==> src/hw/rtl/jsd_pkg.sv <==
package jsd_pkg;

  typedef enum logic [2:0] {
    MODE_IDLE,
    MODE_BODY,
    MODE_ESC,
    MODE_HEX1,
    MODE_BSL2,
    MODE_U2,
    MODE_HEX2
  } mode_e;

  typedef enum logic [1:0] {
    KIND_BYTE = 2'd0,
    KIND_DONE = 2'd1,
    KIND_ERR  = 2'd2
  } kind_e;

  typedef enum logic [3:0] {
    ERR_NO_QUOTE     = 4'd0,
    ERR_CONTROL      = 4'd1,
    ERR_CUT_ESCAPE   = 4'd2,
    ERR_BAD_ESCAPE   = 4'd3,
    ERR_BAD_HEX      = 4'd4,
    ERR_NO_LOW       = 4'd5,
    ERR_BAD_LOW      = 4'd6,
    ERR_LONE_LOW     = 4'd7,
    ERR_UNTERMINATED = 4'd8
  } err_e;

  localparam logic [7:0]  ChQuote     = 8'h22;
  localparam logic [7:0]  ChBackslash = 8'h5C;
  localparam logic [7:0]  ChSlash     = 8'h2F;
  localparam logic [7:0]  ChSpace     = 8'h20;
  localparam logic [7:0]  ChLowerU    = 8'h75;
  localparam logic [15:0] HighFirst   = 16'hD800;
  localparam logic [15:0] HighLast    = 16'hDBFF;
  localparam logic [15:0] LowFirst    = 16'hDC00;
  localparam logic [15:0] LowLast     = 16'hDFFF;
  localparam logic [20:0] SuppBase    = 21'h10000;
  localparam logic [20:0] OneByteMax  = 21'h7F;
  localparam logic [20:0] TwoByteMax  = 21'h7FF;
  localparam logic [20:0] ThreeByteMax = 21'hFFFF;

  typedef struct packed {
    logic [7:0] byte_in;
    logic       end_of_text;
  } in_t;

  typedef struct packed {
    logic [7:0] out_byte;
    kind_e      kind;
    err_e       error_code;
    logic       last_of_run;
  } out_t;

  // One accepted byte becomes up to four code point bytes and an optional
  // terminal done or error result.
  typedef struct packed {
    logic [20:0] cp;
    logic [2:0]  len;
    logic        term;
    kind_e       term_kind;
    err_e        term_err;
  } cmd_t;

  function automatic logic [4:0] hex_digit(logic [7:0] c);
    logic [4:0] r;
    r = 5'd0;
    if (c inside {[8'h30:8'h39]}) begin
      r = {1'b1, 4'(c - 8'h30)};
    end else if (c inside {[8'h61:8'h66]}) begin
      r = {1'b1, 4'(c - 8'h57)};
    end else if (c inside {[8'h41:8'h46]}) begin
      r = {1'b1, 4'(c - 8'h37)};
    end
    return r;
  endfunction

  function automatic logic [2:0] utf8_len(logic [20:0] cp);
    logic [2:0] r;
    if (cp <= OneByteMax) begin
      r = 3'd1;
    end else if (cp <= TwoByteMax) begin
      r = 3'd2;
    end else if (cp <= ThreeByteMax) begin
      r = 3'd3;
    end else begin
      r = 3'd4;
    end
    return r;
  endfunction

endpackage

==> src/hw/rtl/jsd_front.sv <==
module jsd_front (
  input  logic           clk_i,
  input  logic           rst_ni,
  input  logic           accept_i,
  input  jsd_pkg::in_t   in_data_i,
  output logic           cmd_push_o,
  output jsd_pkg::cmd_t  cmd_o
);

  jsd_pkg::mode_e mode_q, mode_d;
  logic [1:0]     cnt_q, cnt_d;
  logic [15:0]    acc_q, acc_d;
  logic [15:0]    hs_q, hs_d;
  jsd_pkg::cmd_t  cmd;

  logic [7:0]  c;
  logic        eot;
  logic [4:0]  hx;
  logic [15:0] acc_new;
  logic [7:0]  esc_val;
  logic        esc_ok;

  assign c       = in_data_i.byte_in;
  assign eot     = in_data_i.end_of_text;
  assign hx      = jsd_pkg::hex_digit(c);
  assign acc_new = {acc_q[11:0], hx[3:0]};

  always_comb begin
    esc_ok  = 1'b1;
    esc_val = c;
    case (c)
      jsd_pkg::ChQuote, jsd_pkg::ChBackslash, jsd_pkg::ChSlash: esc_val = c;
      8'h62: esc_val = 8'h08;
      8'h66: esc_val = 8'h0C;
      8'h6E: esc_val = 8'h0A;
      8'h72: esc_val = 8'h0D;
      8'h74: esc_val = 8'h09;
      default: esc_ok = 1'b0;
    endcase
  end

  always_comb begin
    mode_d = mode_q;
    cnt_d  = cnt_q;
    acc_d  = acc_q;
    hs_d   = hs_q;
    cmd    = '0;
    cmd.term_kind = jsd_pkg::KIND_ERR;
    cmd.term_err  = jsd_pkg::ERR_NO_QUOTE;
    case (mode_q)
      jsd_pkg::MODE_IDLE: begin
        if (c == jsd_pkg::ChQuote) begin
          mode_d = jsd_pkg::MODE_BODY;
          if (eot) begin
            cmd.term     = 1'b1;
            cmd.term_err = jsd_pkg::ERR_UNTERMINATED;
          end
        end else if (c == jsd_pkg::ChSpace || c inside {[8'h09:8'h0D]}) begin
          cmd.term = eot;
        end else begin
          cmd.term = 1'b1;
        end
      end
      jsd_pkg::MODE_BODY: begin
        if (c == jsd_pkg::ChQuote) begin
          cmd.term      = 1'b1;
          cmd.term_kind = jsd_pkg::KIND_DONE;
        end else if (c < jsd_pkg::ChSpace) begin
          cmd.term     = 1'b1;
          cmd.term_err = jsd_pkg::ERR_CONTROL;
        end else if (c == jsd_pkg::ChBackslash) begin
          mode_d = jsd_pkg::MODE_ESC;
          if (eot) begin
            cmd.term     = 1'b1;
            cmd.term_err = jsd_pkg::ERR_CUT_ESCAPE;
          end
        end else begin
          cmd.cp  = {13'd0, c};
          cmd.len = 3'd1;
          if (eot) begin
            cmd.term     = 1'b1;
            cmd.term_err = jsd_pkg::ERR_UNTERMINATED;
          end
        end
      end
      jsd_pkg::MODE_ESC: begin
        if (c == jsd_pkg::ChLowerU) begin
          mode_d = jsd_pkg::MODE_HEX1;
          cnt_d  = 2'd0;
          acc_d  = 16'd0;
          if (eot) begin
            cmd.term     = 1'b1;
            cmd.term_err = jsd_pkg::ERR_BAD_HEX;
          end
        end else if (!esc_ok) begin
          cmd.term     = 1'b1;
          cmd.term_err = jsd_pkg::ERR_BAD_ESCAPE;
        end else begin
          mode_d  = jsd_pkg::MODE_BODY;
          cmd.cp  = {13'd0, esc_val};
          cmd.len = 3'd1;
          if (eot) begin
            cmd.term     = 1'b1;
            cmd.term_err = jsd_pkg::ERR_UNTERMINATED;
          end
        end
      end
      jsd_pkg::MODE_HEX1, jsd_pkg::MODE_HEX2: begin
        if (!hx[4]) begin
          cmd.term     = 1'b1;
          cmd.term_err = jsd_pkg::ERR_BAD_HEX;
        end else if (cnt_q != 2'd3) begin
          cnt_d = cnt_q + 2'd1;
          acc_d = acc_new;
          if (eot) begin
            cmd.term     = 1'b1;
            cmd.term_err = (mode_q == jsd_pkg::MODE_HEX1) ?
                           jsd_pkg::ERR_BAD_HEX : jsd_pkg::ERR_NO_LOW;
          end
        end else begin
          cnt_d = 2'd0;
          acc_d = 16'd0;
          if (mode_q == jsd_pkg::MODE_HEX1) begin
            if (acc_new >= jsd_pkg::HighFirst && acc_new <= jsd_pkg::HighLast) begin
              hs_d   = acc_new;
              mode_d = jsd_pkg::MODE_BSL2;
              if (eot) begin
                cmd.term     = 1'b1;
                cmd.term_err = jsd_pkg::ERR_NO_LOW;
              end
            end else if (acc_new >= jsd_pkg::LowFirst && acc_new <= jsd_pkg::LowLast) begin
              cmd.term     = 1'b1;
              cmd.term_err = jsd_pkg::ERR_LONE_LOW;
            end else begin
              mode_d  = jsd_pkg::MODE_BODY;
              cmd.cp  = {5'd0, acc_new};
              cmd.len = jsd_pkg::utf8_len({5'd0, acc_new});
              if (eot) begin
                cmd.term     = 1'b1;
                cmd.term_err = jsd_pkg::ERR_UNTERMINATED;
              end
            end
          end else begin
            if (acc_new < jsd_pkg::LowFirst || acc_new > jsd_pkg::LowLast) begin
              cmd.term     = 1'b1;
              cmd.term_err = jsd_pkg::ERR_BAD_LOW;
            end else begin
              mode_d  = jsd_pkg::MODE_BODY;
              hs_d    = 16'd0;
              cmd.cp  = jsd_pkg::SuppBase + {1'b0, hs_q[9:0], acc_new[9:0]};
              cmd.len = 3'd4;
              if (eot) begin
                cmd.term     = 1'b1;
                cmd.term_err = jsd_pkg::ERR_UNTERMINATED;
              end
            end
          end
        end
      end
      jsd_pkg::MODE_BSL2: begin
        if (c != jsd_pkg::ChBackslash || eot) begin
          cmd.term     = 1'b1;
          cmd.term_err = jsd_pkg::ERR_NO_LOW;
        end else begin
          mode_d = jsd_pkg::MODE_U2;
        end
      end
      jsd_pkg::MODE_U2: begin
        if (c != jsd_pkg::ChLowerU || eot) begin
          cmd.term     = 1'b1;
          cmd.term_err = jsd_pkg::ERR_NO_LOW;
        end else begin
          mode_d = jsd_pkg::MODE_HEX2;
          cnt_d  = 2'd0;
          acc_d  = 16'd0;
        end
      end
      default: begin
        cmd.term = 1'b1;
      end
    endcase
    // Any terminal result sends the decoder back to idle with cleared state.
    if (cmd.term) begin
      mode_d = jsd_pkg::MODE_IDLE;
      cnt_d  = 2'd0;
      acc_d  = 16'd0;
      hs_d   = 16'd0;
    end
  end

  always_ff @(posedge clk_i or negedge rst_ni) begin
    if (!rst_ni) begin
      mode_q <= jsd_pkg::MODE_IDLE;
      cnt_q  <= 2'd0;
      acc_q  <= 16'd0;
      hs_q   <= 16'd0;
    end else if (accept_i) begin
      mode_q <= mode_d;
      cnt_q  <= cnt_d;
      acc_q  <= acc_d;
      hs_q   <= hs_d;
    end
  end

  assign cmd_push_o = accept_i && (cmd.len != 3'd0 || cmd.term);
  assign cmd_o      = cmd;

  a_term_to_idle: assert property (@(posedge clk_i) disable iff (!rst_ni)
    (cmd_push_o && cmd_o.term) |=> (mode_q == jsd_pkg::MODE_IDLE && hs_q == 16'd0))
    else $error("Terminal result did not return the decoder to idle.");

  a_hex_state_clear: assert property (@(posedge clk_i) disable iff (!rst_ni)
    (mode_q != jsd_pkg::MODE_HEX1 && mode_q != jsd_pkg::MODE_HEX2)
      |-> (cnt_q == 2'd0 && acc_q == 16'd0))
    else $error("Hex accumulator is not clear outside a hex escape.");

endmodule

==> src/hw/rtl/jsd_fifo.sv <==
module jsd_fifo #(
  parameter int unsigned Depth = 4
) (
  input  logic           clk_i,
  input  logic           rst_ni,
  input  logic           push_i,
  input  jsd_pkg::cmd_t  data_i,
  output logic           full_o,
  input  logic           pop_i,
  output jsd_pkg::cmd_t  data_o,
  output logic           empty_o
);

  localparam int unsigned PtrW = (Depth > 1) ? $clog2(Depth) : 1;
  localparam int unsigned CntW = $clog2(Depth + 1);

  jsd_pkg::cmd_t mem_q [Depth];
  logic [PtrW-1:0] wr_q, rd_q;
  logic [CntW-1:0] cnt_q;
  logic            do_push, do_pop;

  assign full_o  = (cnt_q == CntW'(Depth));
  assign empty_o = (cnt_q == '0);
  assign do_push = push_i && !full_o;
  assign do_pop  = pop_i && !empty_o;
  assign data_o  = mem_q[rd_q];

  always_ff @(posedge clk_i) begin
    if (do_push) begin
      mem_q[wr_q] <= data_i;
    end
  end

  always_ff @(posedge clk_i or negedge rst_ni) begin
    if (!rst_ni) begin
      wr_q  <= '0;
      rd_q  <= '0;
      cnt_q <= '0;
    end else begin
      if (do_push) begin
        wr_q <= (wr_q == PtrW'(Depth - 1)) ? '0 : wr_q + 1'b1;
      end
      if (do_pop) begin
        rd_q <= (rd_q == PtrW'(Depth - 1)) ? '0 : rd_q + 1'b1;
      end
      if (do_push && !do_pop) begin
        cnt_q <= cnt_q + 1'b1;
      end else if (do_pop && !do_push) begin
        cnt_q <= cnt_q - 1'b1;
      end
    end
  end

  a_no_overflow: assert property (@(posedge clk_i) disable iff (!rst_ni)
    push_i |-> !full_o)
    else $error("Command pushed into a full queue.");

endmodule

==> src/hw/rtl/jsd_back.sv <==
module jsd_back (
  input  logic           clk_i,
  input  logic           rst_ni,
  input  jsd_pkg::cmd_t  cmd_i,
  input  logic           cmd_empty_i,
  output logic           cmd_pop_o,
  output logic           empty,
  input  logic           pop,
  output jsd_pkg::out_t  out_data_o
);

  logic [2:0]    idx_q, idx_d;
  logic          ovalid_q;
  jsd_pkg::out_t out_q;
  jsd_pkg::out_t res;
  logic [2:0]    total;
  logic [2:0]    sel;
  logic          last;
  logic          load;

  assign total = cmd_i.len + {2'd0, cmd_i.term};
  assign last  = (idx_q == total - 3'd1);
  assign sel   = cmd_i.len - 3'd1 - idx_q;
  assign load  = !cmd_empty_i && (!ovalid_q || pop);

  always_comb begin
    res             = '0;
    res.kind        = jsd_pkg::KIND_BYTE;
    res.error_code  = jsd_pkg::ERR_NO_QUOTE;
    res.last_of_run = last;
    if (idx_q == cmd_i.len) begin
      res.kind = cmd_i.term_kind;
      if (cmd_i.term_kind == jsd_pkg::KIND_ERR) begin
        res.error_code = cmd_i.term_err;
      end
    end else if (idx_q == 3'd0) begin
      case (cmd_i.len)
        3'd2:    res.out_byte = {3'b110, cmd_i.cp[10:6]};
        3'd3:    res.out_byte = {4'b1110, cmd_i.cp[15:12]};
        3'd4:    res.out_byte = {5'b11110, cmd_i.cp[20:18]};
        default: res.out_byte = cmd_i.cp[7:0];
      endcase
    end else begin
      case (sel)
        3'd0:    res.out_byte = {2'b10, cmd_i.cp[5:0]};
        3'd1:    res.out_byte = {2'b10, cmd_i.cp[11:6]};
        default: res.out_byte = {2'b10, cmd_i.cp[17:12]};
      endcase
    end
  end

  always_comb begin
    idx_d = idx_q;
    if (load) begin
      idx_d = last ? 3'd0 : idx_q + 3'd1;
    end
  end

  always_ff @(posedge clk_i or negedge rst_ni) begin
    if (!rst_ni) begin
      idx_q    <= 3'd0;
      ovalid_q <= 1'b0;
    end else begin
      idx_q <= idx_d;
      if (load) begin
        ovalid_q <= 1'b1;
      end else if (pop) begin
        ovalid_q <= 1'b0;
      end
    end
  end

  always_ff @(posedge clk_i) begin
    if (load) begin
      out_q <= res;
    end
  end

  assign cmd_pop_o  = load && last;
  assign empty      = !ovalid_q;
  assign out_data_o = out_q;

  a_idx_in_range: assert property (@(posedge clk_i) disable iff (!rst_ni)
    !cmd_empty_i |-> (idx_q < total))
    else $error("Result index ran past the end of the command.");

  a_idx_rewinds: assert property (@(posedge clk_i) disable iff (!rst_ni)
    cmd_pop_o |=> (idx_q == 3'd0))
    else $error("Result index not rewound after a command finished.");

endmodule

==> src/hw/rtl/json_string_literal_decoder.sv <==
// A byte's first result passes through the command queue and then the output register.
// Throughput: one byte per cycle while the command queue is not full; a byte that yields
// n results holds the output port for each in turn; the command queue absorbs the difference.
// While popped, the output register delivers one result per cycle from the queued commands.
// Reset is asynchronous and active low; it clears the decoder state, the queue and
// the output valid flag, and the block is ready as soon as reset is released.
module json_string_literal_decoder #(
  parameter int unsigned QueueDepth = 4
) (
  input  logic           clk_i,
  input  logic           rst_ni,
  input  logic           push,
  output logic           full,
  input  jsd_pkg::in_t   in_data_i,
  output logic           empty,
  input  logic           pop,
  output jsd_pkg::out_t  out_data_o
);

  logic          accept;
  logic          cmd_push;
  jsd_pkg::cmd_t cmd_in;
  jsd_pkg::cmd_t cmd_head;
  logic          cmd_full;
  logic          cmd_empty;
  logic          cmd_pop;

  assign full   = cmd_full;
  assign accept = push && !cmd_full;

  jsd_front u_front (
    .clk_i      (clk_i),
    .rst_ni     (rst_ni),
    .accept_i   (accept),
    .in_data_i  (in_data_i),
    .cmd_push_o (cmd_push),
    .cmd_o      (cmd_in)
  );

  jsd_fifo #(
    .Depth (QueueDepth)
  ) u_fifo (
    .clk_i   (clk_i),
    .rst_ni  (rst_ni),
    .push_i  (cmd_push),
    .data_i  (cmd_in),
    .full_o  (cmd_full),
    .pop_i   (cmd_pop),
    .data_o  (cmd_head),
    .empty_o (cmd_empty)
  );

  jsd_back u_back (
    .clk_i       (clk_i),
    .rst_ni      (rst_ni),
    .cmd_i       (cmd_head),
    .cmd_empty_i (cmd_empty),
    .cmd_pop_o   (cmd_pop),
    .empty       (empty),
    .pop         (pop),
    .out_data_o  (out_data_o)
  );

endmodule

==> config.mk <==
export PLATFORM = sky130hd
export DESIGN_NAME = json_string_literal_decoder
export DESIGN_NICKNAME = d
export VERILOG_FILES = /design/src/hw/rtl/jsd_pkg.sv /design/src/hw/rtl/jsd_front.sv /design/src/hw/rtl/jsd_fifo.sv /design/src/hw/rtl/jsd_back.sv /design/src/hw/rtl/json_string_literal_decoder.sv
export SDC_FILE = /design/constraint.sdc
export NUM_CORES = 1
export LEC_CHECK = 0
export BUFFER_PORTS_ARGS = -buffer_cell sky130_fd_sc_hd__buf_2
export CAP_MARGIN = 20
export CORE_MARGIN = 8
export CORE_UTILIZATION = 60
export DETAILED_ROUTE_END_ITERATION = 8
export HOLD_SLACK_MARGIN = 0.15
export PLACE_DENSITY = 0.86
export SYNTH_ARGS = -nofsm -noshare
export SYNTH_HDL_FRONTEND = slang
export SYNTH_SLANG_ARGS = --single-unit
==> constraint.sdc <==
create_clock -name clk_i -period 11.1 [get_ports clk_i]
set_input_delay 2.22 -clock clk_i [delete_from_list [all_inputs] [get_ports clk_i]]
set_output_delay 2.22 -clock clk_i [all_outputs]
set_load 0.05 [all_outputs]
## Word-level counts from Yosys, hierarchy flattened

Memory sizes are Yosys's and may differ from the RTL's.
Cells that the tools add are included.

- Magnitude comparators: 17
- Eq/ne operators: 44
- Muxes and demuxes: 104
- Add/subtract/negate cells: 14
- Reduce and logical (&&, ||, !) cells: 42

Operators with widths:

| operator | count |
|---|---|
| $mux W24 | 6 |
| $pmux W24 S3 | 1 |
| $mux W10 | 7 |
| $mux W3 | 23 |
| $mux W12 | 5 |
| $eq A8 B7 Y1 const B | 7 |
| $mux W4 | 14 |
| $pmux W8 S5 | 1 |
| $mux W19 | 2 |
| $pmux W12 S3 | 1 |
| $ge A16 B16 Y1 const B | 2 |
| $le A16 B16 Y1 const B | 2 |
| $mux W25 | 1 |
| $eq A8 B6 Y1 const B | 3 |
| $pmux W4 S6 | 1 |
| $pmux W8 S3 | 1 |
| $mux W11 | 2 |
| $add A17 B20 Y21 const A | 1 |
| $mux W1 | 21 |
| $mux W2 | 10 |
| $ne A3 B2 Y1 const B | 6 |
| $pmux W3 S6 | 1 |
| $ge A8 B7 Y1 const B | 2 |
| $gt A16 B16 Y1 const B | 1 |
| 47 further kinds | 100 |

- Flip-flop bits (word level): 53
- Memory bits (writable): 124
- Input bits: 13
- Memories: 1

Memory list:

| name | words | width | read ports | clocked after memory_dff | wr ports | RTL line | RTL |
|---|---|---|---|---|---|---|---|
| u_fifo.mem_q | 4 | 31 | 1 | 0 | 1 | jsd_fifo.sv:17 | `jsd_pkg::cmd_t mem_q [Depth];` |

## Longest topological paths before layout

Gate-level depths: netlist of run 1.

- Word-level depth: 22
- Depth in mapped cells: 17

## Cells and area by module

Synthesis of run 1 repeated with hierarchy kept, for this count alone.

- Cell total of the unflattened synthesis: 644
- Area, all modules: 8953.6 µm²

By module, submodules not included:

| module | seq. area each (µm²) | area each (µm²) | cells an instance | times used |
|---|---|---|---|---|
| jsd_fifo | 3898.7 | 4908.5 | 199 | 1 |
| jsd_front | 675.6 | 2701.3 | 321 | 1 |
| jsd_back | 550.5 | 1330.0 | 123 | 1 |
| json_string_literal_decoder | 0.0 | 13.8 | 1 | 1 |

## Worst setup path after synthesis of run 1

Ideal clock, no wire load.

- Path kind: input to register
- Start point: in in_data_i[1] (netlist bit)
- End point: reg u_fifo.cnt_q[1]
- Buffers on the path: 3
- Arrival: 5.206 ns
- Slack: 5.770 ns
- Library setup time: 0.125 ns
- Cell stages on the path: 15
- Cells stage by stage: clkbuf_1 > inv_1 > ha_1 > nor3b_1 > a311o_1 > buf_6 > a21oi_2 > o21a_1 > buf_4 > nand3_2 > o31a_1 > ha_1 > inv_1 > fa_1 > mux2_2

RTL lines:

| element | RTL line | RTL |
|---|---|---|
| start: declaration | json_string_literal_decoder.sv:14 | `input jsd_pkg::in_t in_data_i,` |
| end signal: assignment | jsd_fifo.sv:47 | `cnt_q <= cnt_q + 1'b1;` |
| end signal: assignment | jsd_fifo.sv:49 | `cnt_q <= cnt_q - 1'b1;` |
| end: declaration | jsd_fifo.sv:19 | `logic [CntW-1:0] cnt_q;` |

==> summary.txt, run 1 <==
Post-synthesis sequential area ratio: 0.585
Site row count: 44
Worst hold slack: 484 ps
Sink Count: 177
Buffers on Ports: 29
Synth Warn #: 0
1st-iter DRT viols: 805
F_max: 179 MHz
Worst clock skew: 10.7 ps
Hold buffer count at CTS: 0
Combinational share of power: 0.366
Nets@finish: 719
Asr flop ratio synth: 0.215
Crit path launch type: input port
First-pass GRT wire length: 32,100 um
Sequential power share: 0.392
Vias in the first global route: 5,885
Cell accounting for the most synthesized area: edfxtp_1
Syn nets: 705
Synth top area cells: edfxtp_1 (48%), dfrtp_1 (11%), mux4_2 (8.0%), ha_1 (2.7%), o21ai_0 (2.3%)
Final core occ: 0.663
Avg WL per Cell: 23.3 um
RSZ-0062 raised after global routing: false
Crit path max-delay family: simple AND/OR/NAND/NOR gates
Root Buffer Master: clkbuf_16
N_diodes: 0
Leak Pwr: 3.34 nW
Most frequent cells in the layout: edfxtp_1 (139), inv_1 (47), nand2_1 (40), o21ai_0 (40), dfrtp_1 (37)
Pin count of the biggest net entering global routing: 39
Maxcap violations: 0
Initial antenna violation count: 0
IR drop worst, VDD: 132 uV
CP endpoint kind: register
Placed Area: 8980 um^2
Fraction of layout cells with a size suffix above 1: 0.165
Arr. time, crit path: 5890 ps
Int Pwr: 0.00152 W
Slew @ Worst Pin: 934 ps
Die height: 137 um
Tcrit/Tclk final: 0.502
Die Wd: 137 um
Starting Density: 0.607
Vias per inst: 6.83
Seq cells post-synth: 177
Htree depth: 4
Mapped cell area: 8760 um^2
TritonCTS clock tree: built
Crit path time final: 5580 ps
Top-area cell type share of the netlist area: 0.476
Clock power frac: 0.242
DRC violations left: 0
Clock latency at the later pin of the worst-skew pair: 420 ps
Status: complete, no violations
Rel. slew slack: 0.361
Pre-antenna DRT Iters: 5
Mean Syn Cell Area: 13.1 um^2
Hold Crit Class: reg2reg
DRT Wirelength: 20,600 um
DR vias: 6,027
Crit-path cells: buf_2 > inv_1 > ha_1 > nor3b_1 > nand3_1 > nand2_1 > a31oi_1 > nand3_2 > o31a_1 > ha_1 > inv_1 > fa_1 > mux2_2
DP HPWL: 14,100 um
Final instance area: 9560 um^2
Setup tns final: 0 ps
Overall routing resource usage: 0.226
Worst path required time: 11,410 ps
Gpl congestion: 0.938
Slew Viols, Final: 0
Post-synth EDFFs: 139
Pwr dens: 249 nW/um^2
Layout area overhead: 9.10%
Core Region: 14,400 um^2
Crit-path max FO: 11
Most used flip-flop cell after synthesis: edfxtp_1
Crit path kind: in2reg
Final Hold Vio Count: 0
Commonest non-fill, non-tap cell in the layout: edfxtp_1
Post-CTS Resized: 0
Number of setup violations in the final report: 0
Clock Path Buffers: 2
Cell variety after synth: 79
Post-CTS setup buffer count: 0
I/O pin cnt: 30
Buffers & Inverters on Critical Path: 3
Switching Fraction: 0.361
Layout fillers: 1,002
Switching pwr: 0.000860 W
Die area: 18,700 um^2
Grt ovf: 0
Clock transition at path regs: 70 ps
Remaining antenna violation count: 0
Slowest stage cell on the critical path: a31oi_1
Mapped Cells: 671
TritonCTS Buffers: 17
Max stage delay on crit path: 550 ps
-- kinds of logic after synthesis --
group                      Yosys count  synth area share
AOI/OAI and AO/OA                  167             0.133
xor gates and xnor gates            11            0.0126
adders and majority gates           21            0.0317
buffers and inverters               88            0.0440
DFF                                177             0.585
muxes                               45            0.0961
and+or+nand+nor                    162            0.0982
-- flip-flops by register name (all words and copies together) (netlist names) --
signal	cells
u_front.mode_q	3
u_fifo.mem_q	124
u_fifo.cnt_q	3
u_front.cnt_q	2
u_fifo.wr_q	2
u_back.ovalid_q	1
u_front.acc_q	12
u_back.idx_q	3
u_fifo.rd_q	2
u_back.out_data_o	15
u_front.hs_q	10
-- cell type report --
class	instances	area, um^2	area share
Sequential cell	177	5130	0.536
Multi-Input combinational cell	406	3250	0.340
Clock buffer	17	425	0.0445
Tap cell	184	230	0.0241
Timing Repair Buffer	36	198	0.0207
Inverter	47	176	0.0185
Clock inverter	15	151	0.0158
-- worst paths after layout --
check | startpoint | to | slack, ps | cells past startpoint
max in group asynchronous | rst_ni | u_fifo.rd_q[0]$_DFFE_PN0P_ | 8550 | 1
hold / removal | u_front.cnt_q[0]$_DFFE_PN0P_ | u_front.cnt_q[0]$_DFFE_PN0P_ | 480 | 1
setup reg to reg | u_fifo.rd_q[0]$_DFFE_PN0P_ | u_back.out_data_o[12]$_SDFFCE_PP0P_ | 7010 | 8
hold reg to reg | u_front.cnt_q[0]$_DFFE_PN0P_ | u_front.cnt_q[0]$_DFFE_PN0P_ | 480 | 1
setup / recovery | in_data_i[1] | u_fifo.cnt_q[1]$_DFFE_PN0P_ | 5520 | 13
min in group asynchronous | rst_ni | u_back.idx_q[0]$_DFFE_PN0P_ | 1920 | 1
-- power groups by stage --
| stage | Clock, W | Combinational (W) | Sequential [W] |
|---|---|---|---|
| 2_1_floorplan | 0 | 0.000577 | 0.00102 |
| 3_3_place_gp | 0 | 0.000823 | 0.000930 |
| 3_5_place_dp | 0 | 0.000857 | 0.000945 |
| 4_1_cts | 0.000578 | 0.000864 | 0.000933 |
| 5_1_grt | 0.000605 | 0.000933 | 0.000943 |
| 6_report | 0.000576 | 0.000871 | 0.000932 |
-- routing by layer --
layer | routed length (um) | part of all wire | GRT usage | up-vias
li1 | - | - | - | 2629
met1 | 7920 | 0.39 | 0.288 | 2924
met2 | 10100 | 0.49 | 0.375 | 424
met3 | 2000 | 0.097 | 0.0411 | 50
met4 | 532 | 0.026 | 0.0984 | 0
met5 | 0 | 0 | 0 | -
-- synthesized netlist by cell type (4+ instances only) --
cell	n
a2111oi_0	4
a211oi_1	9
a21o_1	6
a21oi_1	17
a221oi_1	5
a31oi_1	6
and2_1	13
buf_2	11
buf_6	5
clkbuf_1	21
dfrtp_1	38
edfxtp_1	139
ha_1	19
inv_1	47
mux2i_1	11
mux4_2	31
nand2_1	40
nand2b_1	7
nand3_1	13
nand4_1	7
nor2_1	31
nor2b_1	7
nor3_1	11
nor3b_1	5
nor4_1	7
o211ai_1	6
o21ai_0	40
o22ai_1	25
o311a_1	4
o31ai_1	4
xnor2_1	8
-- through the flow --
stage	cells	worst slack [ps]	power, W
floorplan	671	5770	0.00159
global placement	850	5390	0.00175
detailed placement	850	5220	0.00180
CTS	882	5640	0.00238
global route	882	5340	0.00248
finish	882	5520	0.00238
-- worst register-to-register path, stage by stage, from the launching register on --
cell and delay, ps:
dfrtp_2 420, buf_4 500, mux4_2 750, ha_1 290
fa_1 420, xnor3_1 340, nor2_1 540, o21ai_0 260
a221oi_1 380
Note: power is estimated with default switching activity, not from simulation.
==> inputs of run 2 (changes only) <==
--- a/config.mk
+++ b/config.mk
@@ -5,6 +5,7 @@
 export SDC_FILE = /design/constraint.sdc
 export NUM_CORES = 1
 export LEC_CHECK = 0
+export ABC_AREA = 1
 export BUFFER_PORTS_ARGS = -buffer_cell sky130_fd_sc_hd__buf_2
 export CAP_MARGIN = 20
 export CORE_MARGIN = 8
==> constraint.sdc (replaced) <==
create_clock -name clk_i -period 5.8 [get_ports clk_i]
set_input_delay 1.16 -clock clk_i [delete_from_list [all_inputs] [get_ports clk_i]]
set_output_delay 1.16 -clock clk_i [all_outputs]
set_load 0.05 [all_outputs]
==> run 2 against run 1 <==
Against the previous run: routed wire length is 1.2% higher; hold slack better by 6.7 ps; non-clock buffer count is 1 higher; setup slack worse by 3800 ps; combinational power grew to 2.5 times the previous value; core utilization is 0.47 points lower; die area is 2.6% higher; sequential share of layout area is 1.6 points lower; synthesized cell count is 42% higher; final area is 3.1% higher; clock skew is 4.6 ps lower; critical path depth is 6 higher; critical endpoint unchanged; largest cell class unchanged; largest power group is now combinational logic; highest routed layer unchanged.
==> summary.txt, run 2 <==
Status: complete, no violations
Htree depth: 4 (unchanged)
F_max: 248 MHz
DR vias: 6,922 (+15%)
Max reg flops: 124 (unchanged)
CP endpoint kind: register
Fraction of layout cells with a size suffix above 1: 0.130 (-0.0351)
Initial antenna violation count: 0 (unchanged)
Leak Pwr: 4.01 nW (+20%)
Nets@finish: 1,016 (+41%)
Core Region: 15,000 um^2 (+3.8%)
Most frequent cell after synthesis: nand2_1
TritonCTS Buffers: 17 (unchanged)
Die Wd: 139 um (+1.3%)
Avg WL per Cell: 17.6 um (-25%)
Crit path time final: 4030 ps
DRT Wirelength: 20,800 um (+1.2%)
Die height: 139 um (+1.3%)
Post-synth EDFFs: 139 (unchanged)
Tcrit/Tclk final: 0.695
Number of setup violations in the final report: 0 (unchanged)
Pwr dens: 519 nW/um^2 (+110%)
Cell variety after synth: 47 (-41%)
Syn nets: 990 (+40%)
Buffers on Ports: 29 (unchanged)
Pre-antenna DRT Iters: 6 (+1)
Crit-path max FO: 10 (-1)
Mapped cell area: 9020 um^2 (+3.0%)
Grt peak-use layer: met2
Synth top area cells: edfxtp_1 (46%), dfrtp_1 (11%), nand2_1 (9.1%), nor2_1 (5.6%), o21ai_0 (3.9%)
Mapped Cells: 956 (+42%)
Clock transition at path regs: 60 ps (about the same)
Clock Path Buffers: 2 (unchanged)
Post-synthesis sequential area ratio: 0.568 (-0.0170)
N_diodes: 0 (unchanged)
DRC violations left: 0 (unchanged)
Most used flip-flop cell after synthesis: edfxtp_1
Top-area cell type share of the netlist area: 0.462 (-0.0139)
Maxcap violations: 0 (unchanged)
Gpl congestion: 0.981 (+4.6%)
1st-iter DRT viols: 915 (+14%)
Final Hold Vio Count: 0 (unchanged)
FF+latch area: 5130 um^2 (unchanged)
Remaining antenna violation count: 0 (unchanged)
Mux share of post-synthesis cell area: 0.00125 (-0.0949)
Crit path kind: in2reg
Mean Syn Cell Area: 9.44 um^2 (-28%)
Post-CTS setup buffer count: 0 (unchanged)
Cell accounting for the most synthesized area: edfxtp_1
Seq cells post-synth: 177 (unchanged)
Grt ovf: 0 (unchanged)
Area taken by multi-input logic gates: 3410 um^2 (+4.7%)
Synth cell count leaders: nand2_1 (219), edfxtp_1 (139), nor2_1 (134)
First-pass GRT wire length: 33,700 um (+4.9%)
Synth Warn #: 0 (unchanged)
Routing usage on met3: 0.0506 (+0.00949)
RSZ-0062 raised after global routing: false
Sink Count: 177 (unchanged)
Commonest non-fill, non-tap cell in the layout: nand2_1
Pin count of the biggest net entering global routing: 40 (+2.6%)
Slew Viols, Final: 0 (unchanged)
Layout fillers: 1,140 (+14%)
Worst path required time: 6110 ps (-5300 ps)
Largest family of logic cells by synthesized area: simple AND/OR/NAND/NOR gates
Arr. time, crit path: 4340 ps (-1550 ps)
Post-CTS Resized: 0 (unchanged)
M2 GR Usage: 0.362 (-0.0125)
Rel. slew slack: 0.367 (+0.00629)
Asr flop ratio synth: 0.215 (unchanged)
Vias in the first global route: 6,573 (+12%)
Hold buffer count at CTS: 0 (unchanged)
Site row count: 45 (+2.3%)
DP HPWL: 14,400 um (+1.9%)
Setup tns final: 0 ps (unchanged)
Largest Register: u_fifo.mem_q
Root Buffer Master: clkbuf_16
Post-Synth Adder-Cell Area: 0.0308 (-0.000923)
GRT met1 Usage: 0.274 (-0.0138)
Clock latency at the later pin of the worst-skew pair: 430 ps (about the same)
IR drop worst, VDD: 284 uV (+120%)
Starting Density: 0.603 (-0.00489)
Most frequent cells in the layout: nand2_1 (219), edfxtp_1 (139), nor2_1 (130), inv_1 (73), o21ai_0 (71)
TritonCTS clock tree: built
Compound-cell area share of the yosys netlist: 0.0925 (-0.0400)
Layout area overhead: 9.21%
Overall routing resource usage: 0.221 (-0.00544)
Worst clock skew: 6.16 ps (-4.57 ps)
Hold Crit Class: reg2reg
Post-synthesis xor/xnor area fraction: 0.0114 (-0.00120)
Die area: 19,200 um^2 (+2.6%)
Worst hold slack: 491 ps (+6.67 ps)
I/O pin cnt: 30 (unchanged)
Crit path launch type: input port
Simple-Gate Fraction of Synth Area: 0.240 (+0.142)
Slew @ Worst Pin: 949 ps (+14.7 ps)
Vias per inst: 5.85 (-14%)
[run 2: cell types whose count changed after synthesis, sizes merged, moves of 7 or more]
cell    before  now
nand3       14   73
nand2       40  237
mux2i       11    0
nor4         7    0
and2        13    0
nand2b       7    0
nor2b        7    0
a31oi        7    0
nor2        31  150
a211oi       9    0
clkbuf      21   13
o21ai       42   82
inv         47   83
mux4        31    0
[run 2: final timing paths]
check / from / end / slack, ps / depth (start not counted)
worst max-delay path: in_data_i[1] / u_fifo.cnt_q[1]$_DFFE_PN0P_ / 1770 / 19
worst min-delay path: u_front.cnt_q[1]$_DFFE_PN0P_ / u_front.cnt_q[1]$_DFFE_PN0P_ / 490 / 2
worst max register to register: u_fifo.rd_q[0]$_DFFE_PN0P_ / u_fifo.cnt_q[1]$_DFFE_PN0P_ / 1940 / 15
worst min register to register: u_front.cnt_q[1]$_DFFE_PN0P_ / u_front.cnt_q[1]$_DFFE_PN0P_ / 490 / 2
max in group asynchronous: rst_ni / u_fifo.rd_q[0]$_DFFE_PN0P_ / 4300 / 1
min in group asynchronous: rst_ni / u_back.idx_q[1]$_DFFE_PN0P_ / 860 / 1
[run 2: area by class of cell]
| type | count | area share |
|---|---|---|
| clock buffers | 19 | 0.0439 |
| clock inverters | 13 | 0.0113 |
| inverters | 87 | 0.0344 |
| multi-input cells | 662 | 0.346 |
| flip-flops and latches | 177 | 0.520 |
| well taps | 188 | 0.0239 |
| repair buffers | 37 | 0.0208 |
[run 2: critical path: stages]
cell      delay (ps)
buf_2            130
clkinv_1         250
ha_1             330
nor2_1           190
nand2_1          100
nand4_2          150
nand2_2          160
nand2_4          150
inv_2             70
nand2_2          110
nand2_1           70
nor2_1           160
nand2_2          110
nand2_2          170
inv_1             60
ha_1             180
inv_1            110
fa_1             410
mux2_2           280
[run 2: logic make-up after synthesis]
family                   count (synthesis)
AO/OA/AOI/OAI                          146
XOR/XNOR                                10
adder cells (fa/ha/maj)                 21
buffers and inverters                  117
flip-flops                             177
multiplexers                             1
AND/OR/NAND/NOR                        484
[run 2: through the flow]
stage	power, W	setup slack [ps]	instance area [um^2]	cells	util
finish	0.00512	1770	9860	1183	0.658
global placement	0.00398	1510	9310	1151	0.622
CTS	0.00511	1820	9860	1183	0.658
global route	0.00545	1500	9860	1183	0.658
detailed placement	0.00405	1430	9310	1151	0.622
floorplan	0.00353	1520	9020	956	-
[run 2: metal layers]
metal | up-vias | wire (um)
met4 | 0 | 690
li1 | 3287 | -
met5 | - | 0
met1 | 3243 | 8400
met3 | 52 | 1670
met2 | 340 | 10100
[run 2: report_power, final]
group	internal, W	switching [W]
Combinational	0.000633	0.00156
Clock	0.000589	0.000473
Sequential	0.00174	0.000117
Total	0.00296	0.00215
